$ cat src/rtl/core/gce_pkg.sv
// Package with the types, sizes and codes shared by the Gini coefficient engine.
`default_nettype none

package gce_pkg;

    localparam int MAX_SAMPLES = 1024;
    localparam int ADDR_W      = $clog2(MAX_SAMPLES);
    localparam int CNT_W       = ADDR_W + 1;
    localparam int SAMPLE_W    = 32;
    localparam int FRAC_SHIFT  = 28;
    localparam int COEF_W      = CNT_W + 2;
    localparam int PROD_W      = COEF_W + SAMPLE_W;
    localparam int ACC_W       = 64;
    localparam int NUM_W       = ACC_W + FRAC_SHIFT;
    localparam int D_W         = 2 * CNT_W;
    localparam int DEN_W       = D_W + SAMPLE_W;
    localparam int DIV_CNT_W   = $clog2(NUM_W);

    localparam logic [1:0] STAT_OK       = 2'd0;
    localparam logic [1:0] STAT_ZERO_DIV = 2'd1;
    localparam logic [1:0] STAT_SAT      = 2'd2;
    localparam logic [1:0] STAT_OVERFLOW = 2'd3;

    typedef struct packed {
        logic signed [31:0] sample_value;
        logic signed [31:0] mean_value;
        logic               last_sample;
    } gini_in_t;

    typedef struct packed {
        logic signed [31:0] gini_value;
        logic [10:0]        sample_count;
        logic [1:0]         status_code;
    } gini_out_t;

    typedef enum logic [3:0] {
        ST_LOAD,
        ST_START,
        ST_RD_J,
        ST_LD_J,
        ST_INNER,
        ST_MUL,
        ST_ACC,
        ST_DEN1,
        ST_DEN2,
        ST_DIV_INIT,
        ST_DIV,
        ST_FINISH
    } state_t;

    typedef struct packed {
        logic load;
        logic rd_j;
        logic ld_j;
        logic inner;
        logic mul;
        logic acc;
        logic den1;
        logic den2;
        logic div_init;
        logic div_step;
        logic out_load;
        logic start;
    } cmd_t;

    typedef struct packed {
        logic last_taken;
        logic ovf;
        logic k_done;
        logic j_done;
        logic zero_div;
        logic div_done;
        logic out_free;
    } stat_t;

endpackage

`default_nettype wire

$ cat src/rtl/core/gce_ctrl.sv
// Controller state machine that sequences loading, ranking, division and output.
`default_nettype none

module gce_ctrl (
    input  wire             clk,
    input  wire             rst_n,
    input  gce_pkg::stat_t  stat,
    output gce_pkg::cmd_t   cmd
);

    gce_pkg::state_t state_reg;
    gce_pkg::state_t state_next;

    always_ff @(posedge clk or negedge rst_n)
    begin
        if (!rst_n)
        begin
            state_reg <= gce_pkg::ST_LOAD;
        end
        else
        begin
            state_reg <= state_next;
        end
    end

    always_comb
    begin
        state_next = state_reg;
        cmd        = '0;
        case (state_reg)
            gce_pkg::ST_LOAD:
            begin
                cmd.load = 1'b1;
                if (stat.last_taken)
                begin
                    state_next = gce_pkg::ST_START;
                end
            end
            gce_pkg::ST_START:
            begin
                cmd.start = 1'b1;
                if (stat.ovf)
                begin
                    state_next = gce_pkg::ST_FINISH;
                end
                else
                begin
                    state_next = gce_pkg::ST_RD_J;
                end
            end
            gce_pkg::ST_RD_J:
            begin
                cmd.rd_j   = 1'b1;
                state_next = gce_pkg::ST_LD_J;
            end
            gce_pkg::ST_LD_J:
            begin
                cmd.ld_j   = 1'b1;
                state_next = gce_pkg::ST_INNER;
            end
            gce_pkg::ST_INNER:
            begin
                cmd.inner = 1'b1;
                if (stat.k_done)
                begin
                    state_next = gce_pkg::ST_MUL;
                end
            end
            gce_pkg::ST_MUL:
            begin
                cmd.mul    = 1'b1;
                state_next = gce_pkg::ST_ACC;
            end
            gce_pkg::ST_ACC:
            begin
                cmd.acc = 1'b1;
                if (stat.j_done)
                begin
                    state_next = gce_pkg::ST_DEN1;
                end
                else
                begin
                    state_next = gce_pkg::ST_RD_J;
                end
            end
            gce_pkg::ST_DEN1:
            begin
                cmd.den1   = 1'b1;
                state_next = gce_pkg::ST_DEN2;
            end
            gce_pkg::ST_DEN2:
            begin
                cmd.den2 = 1'b1;
                if (stat.zero_div)
                begin
                    state_next = gce_pkg::ST_FINISH;
                end
                else
                begin
                    state_next = gce_pkg::ST_DIV_INIT;
                end
            end
            gce_pkg::ST_DIV_INIT:
            begin
                cmd.div_init = 1'b1;
                state_next   = gce_pkg::ST_DIV;
            end
            gce_pkg::ST_DIV:
            begin
                cmd.div_step = 1'b1;
                if (stat.div_done)
                begin
                    state_next = gce_pkg::ST_FINISH;
                end
            end
            gce_pkg::ST_FINISH:
            begin
                if (stat.out_free)
                begin
                    cmd.out_load = 1'b1;
                    state_next   = gce_pkg::ST_LOAD;
                end
            end
            default:
            begin
                state_next = gce_pkg::ST_LOAD;
            end
        endcase
    end

endmodule

`default_nettype wire

$ cat config.mk
export PLATFORM = sky130hd
export DESIGN_NAME = gce_ctrl
export DESIGN_NICKNAME = d
export VERILOG_FILES = /design/src/rtl/core/gce_pkg.sv /design/src/rtl/core/gce_ctrl.sv
export SDC_FILE = /design/constraint.sdc
export NUM_CORES = 1
export LEC_CHECK = 0
export BUFFER_PORTS_ARGS = -buffer_cell sky130_fd_sc_hd__buf_4
export CAP_MARGIN = 40
export CORE_AREA = 2 2 39 41
export CTS_BUF_LIST = sky130_fd_sc_hd__clkbuf_2
export DETAILED_ROUTE_END_ITERATION = 6
export DIE_AREA = 0 0 41 43
export GPL_TIMING_DRIVEN = 0
export HOLD_SLACK_MARGIN = 0.06
export PLACE_DENSITY = 0.64
export SETUP_SLACK_MARGIN = 0.15
export SKIP_CTS_REPAIR_TIMING = 1
export SYNTH_ARGS = -nofsm -noshare
export SYNTH_HDL_FRONTEND = slang
export SYNTH_SLANG_ARGS = --single-unit
$ cat constraint.sdc
create_clock -name clk -period 1.3 [get_ports clk]
set_clock_uncertainty 0.05 [all_clocks]
set_input_delay 0.13 -clock clk [delete_from_list [all_inputs] [get_ports clk]]
set_output_delay 0.13 -clock clk [all_outputs]
set_load 0.005 [all_outputs]
==> Flow_metrics.wiki <==
{| class="wikitable"
! Metric !! Value
|-
| Detailed-route vias per instance || 5.00
|-
| Critical Path Source Type || flip-flop
|-
| Net count after synthesis || 57
|-
| Final non-filler cell total || 98
|-
| Die height || 43 um
|-
| Most frequent cells in the layout || 26 x sky130_fd_sc_hd__buf_4, 5 x sky130_fd_sc_hd__buf_6, 5 x sky130_fd_sc_hd__nor2_1
|-
| Critical path data required time || 1.12 ns
|-
| Total cell area at the placement stage || 546 um^2
|-
| DRC violation count after routing || 0
|-
| Element type at the critical path end || output port
|-
| Total of warnings raised by yosys || 0
|-
| Number of iterations in the first detailed-routing pass || 4
|-
| Least-Margin Pin Slew || 0.199 ns
|-
| Most common library cell in the layout ignoring fill and taps || sky130_fd_sc_hd__buf_4
|-
| Antenna diode count || 0
|-
| Number of instances in the placed design || 84
|-
| Syn_area_per_cell || 7.82 um^2
|-
| DR iter-0 viols || 12
|-
| Cts bufs inserted || 3
|-
| Total routing usage reported by global routing || 13.1%
|-
| Wire length reported by the detailed router || 1290 um
|-
| Worst Path Arrival || 1.19 ns
|-
| Number of top-level pins || 21
|-
| Crit path setup slack, layout || -0.0655 ns
|-
| Design area || 736 um^2
|-
| Antenna violations before repair || 0
|-
| Worst R2R End || state_reg[0]$_DFFE_PN0P_
|-
| Core region area || 0.00138 mm^2
|-
| Yosys top cell by area || sky130_fd_sc_hd__dfrtp_1
|-
| Initial standard-cell utilization of the core || 27.1%
|-
| Wire length of the first global-routing pass || 1580 um
|-
| Result of the run || complete, but fails checks
|-
| Clk slew on worst S/H paths || 0.05 ns
|-
| Post-Synthesis Cell Area || 375 um^2
|-
| Flip-flop and latch count after synthesis || 4
|-
| Largest net degree at the start of global routing || 11
|-
| Netlist cell types || 23
|-
| Total power consumption of the routed design || 0.00175 W
|-
| Share of the cycle needed by the critical path after routing || 105%
|-
| Final HPWL from detailed placement || 734 um
|-
| Count of final max-slew check failures || 0
|-
| DIE WIDTH || 41 um
|-
| Filler cell count || 135
|-
| Timing startpoint of the critical path || state_reg[3]$_DFFE_PN0P_
|-
| Worst R2R Start || state_reg[3]$_DFFE_PN0P_
|-
| Headroom to the max-slew limit || 86.7%
|-
| Number of nets in the final layout || 93
|-
| TritonCTS clock tree || built
|-
| Number of flip-flops under the largest register name || 4
|-
| Remaining antenna violation count after routing || 0
|-
| Leading cell types by total area after synthesis || sky130_fd_sc_hd__dfrtp_1 27%, sky130_fd_sc_hd__buf_6 9.0%, sky130_fd_sc_hd__nor3_1 8.0%
|-
| Sequential cell area fraction in the yosys report || 26.7%
|-
| Clock Sink Count || 4
|-
| Number of levels in the clock H-tree || 1
|-
| Gate Count Post-Synth || 48
|-
| Power per Cell Area || 2380 mW/mm^2
|-
| Count of final hold-check violations || 0
|-
| Port Buf Inserts || 20
|-
| Capture point of the critical path || cmd[11]
|-
| Count of vias placed by the detailed router || 490
|-
| Routed length per instance || 13.1 um
|-
| Path category of the worst min-delay check || in -> async
|-
| RD Place Congestion || 0.828
|-
| Top-area cell type share of the netlist area || 26.7%
|-
| Clock root buffer master || sky130_fd_sc_hd__clkbuf_2
|-
| CTS max path bufs || 2
|-
| Count of standard-cell rows || 14
|-
| DIE AREA || 0.00176 mm^2
|-
| Worst setup slack after placement || 0.0773 ns
|-
| Aggregate global routing overflow || 0
|-
| RSZ-0062 raised after global routing || yes
|-
| Minimum period implied by the final worst setup slack || 1.37 ns
|-
| Worst-skew pair later-pin latency || 0.21 ns
|-
| Critical path start-end classification || reg -> out
|-
| CP Buf/Inv Count || 2
|-
| Maximum single-stage delay on the critical path || 0.44 ns
|-
| Sequence of cells on the critical path || buf_8, nor4_4, buf_4
|-
| Worst-case vdd ir drop || 1.16 mV
|-
| Cell with the largest stage delay on the worst path || sky130_fd_sc_hd__dfrtp_2
|-
| Number of global-route vias before repair || 377
|-
| R2r setup slk || -0.06 ns
|-
| Critical-path maximum fanout || 6
|-
| Fraction of layout cells with a size suffix above 1 || 69.5%
|-
| Final setup violation count || 7
|-
| Violated checks || negative setup slack
|-
| Max Clock Freq || 0.732 GHz
|-
| Number of maximum-capacitance violations || 0
|-
| Logic depth of the worst register-to-register path || 5
|-
| Static Leakage || 0.339 nW
|-
| Top delay family on crit path || flip-flops
|-
| Critical path depth in cells || 3
|-
| Area Overhead vs Synth || 96.0%
|}
==> final cells by class <==
type	count	area [um^2]	share of cell area [%]
flip-flops and latches	4	104	14.1
multi-input cells	36	275	37.4
inverters	4	15.0	2.04
plain buffers	4	56.3	7.65
well taps	16	20.0	2.72
clock buffers	3	15.0	2.04
repair buffers	31	250	34.0
==> cells in the mapped netlist, drive strengths merged <==
library cell and n:
nand2 4, o21ai 2, a211o 1, nand2b 2
a221oi 1, nand3 2, dfrtp 4, o22ai 1
buf 4, a311oi 1, inv 4, nor4 1
nor2b 1, a32oi 1, a21oi 3, o32a 1
nor2 8, a32o 1, nor3 6
==> how the worst min path moves through the flow <==
stage	startpoint	depth (start not counted)	end	slack, ns
2_1_floorplan	rst_n	0	state_reg[0]$_DFFE_PN0P_	-0.22
3_3_place_gp	rst_n	1	state_reg[0]$_DFFE_PN0P_	-0.12
3_5_place_dp	rst_n	1	state_reg[3]$_DFFE_PN0P_	-0.12
4_1_cts	rst_n	1	state_reg[3]$_DFFE_PN0P_	-0.35
5_1_grt	rst_n	2	state_reg[3]$_DFFE_PN0P_	0.21
6_report	rst_n	2	state_reg[0]$_DFFE_PN0P_	0.20
==> worst register-to-register path: cells and delay by family, from the launching register on <==
family / cells / cell delay, ns
flip-flops: 1 / 0.44
AO/OA/AOI/OAI: 2 / 0.43
buffers and inverters: 3 / 0.38
==> report_power, final <==
group	internal, W	switching [W]
logic	0.000712	0.000622
registers	0.000196	0.000108
clock network	0.0000620	0.0000490
total	0.000971	0.000779
==> logic make-up after synthesis <==
family	synth area share (%)
buf+inv	15.0
simple gates	32.7
compound gates	25.7
flops	26.7
==> layer usage <==
metal / vias up / GRT usage (%) / wire [um]
met1: 230 / 17.8 / 548
met4: 0 / 2.00 / 0
met5: - / 0 / 0
li1: 240 / - / -
met3: 0 / 6.28 / 83
met2: 20 / 18.8 / 654
==> metrics by stage <==
stage | TNS (ns) | hold slack [ns] | util [%]
finish | -0.276 | 0.202 | 53.2
global route | -0.757 | 0.206 | 53.2
CTS | -0.782 | -0.353 | 40.5
detailed placement | 0 | -0.123 | 39.4
global placement | 0 | -0.123 | 39.4
floorplan | 0 | -0.216 | -
No activity file was read; power rests on OpenSTA's default activity.
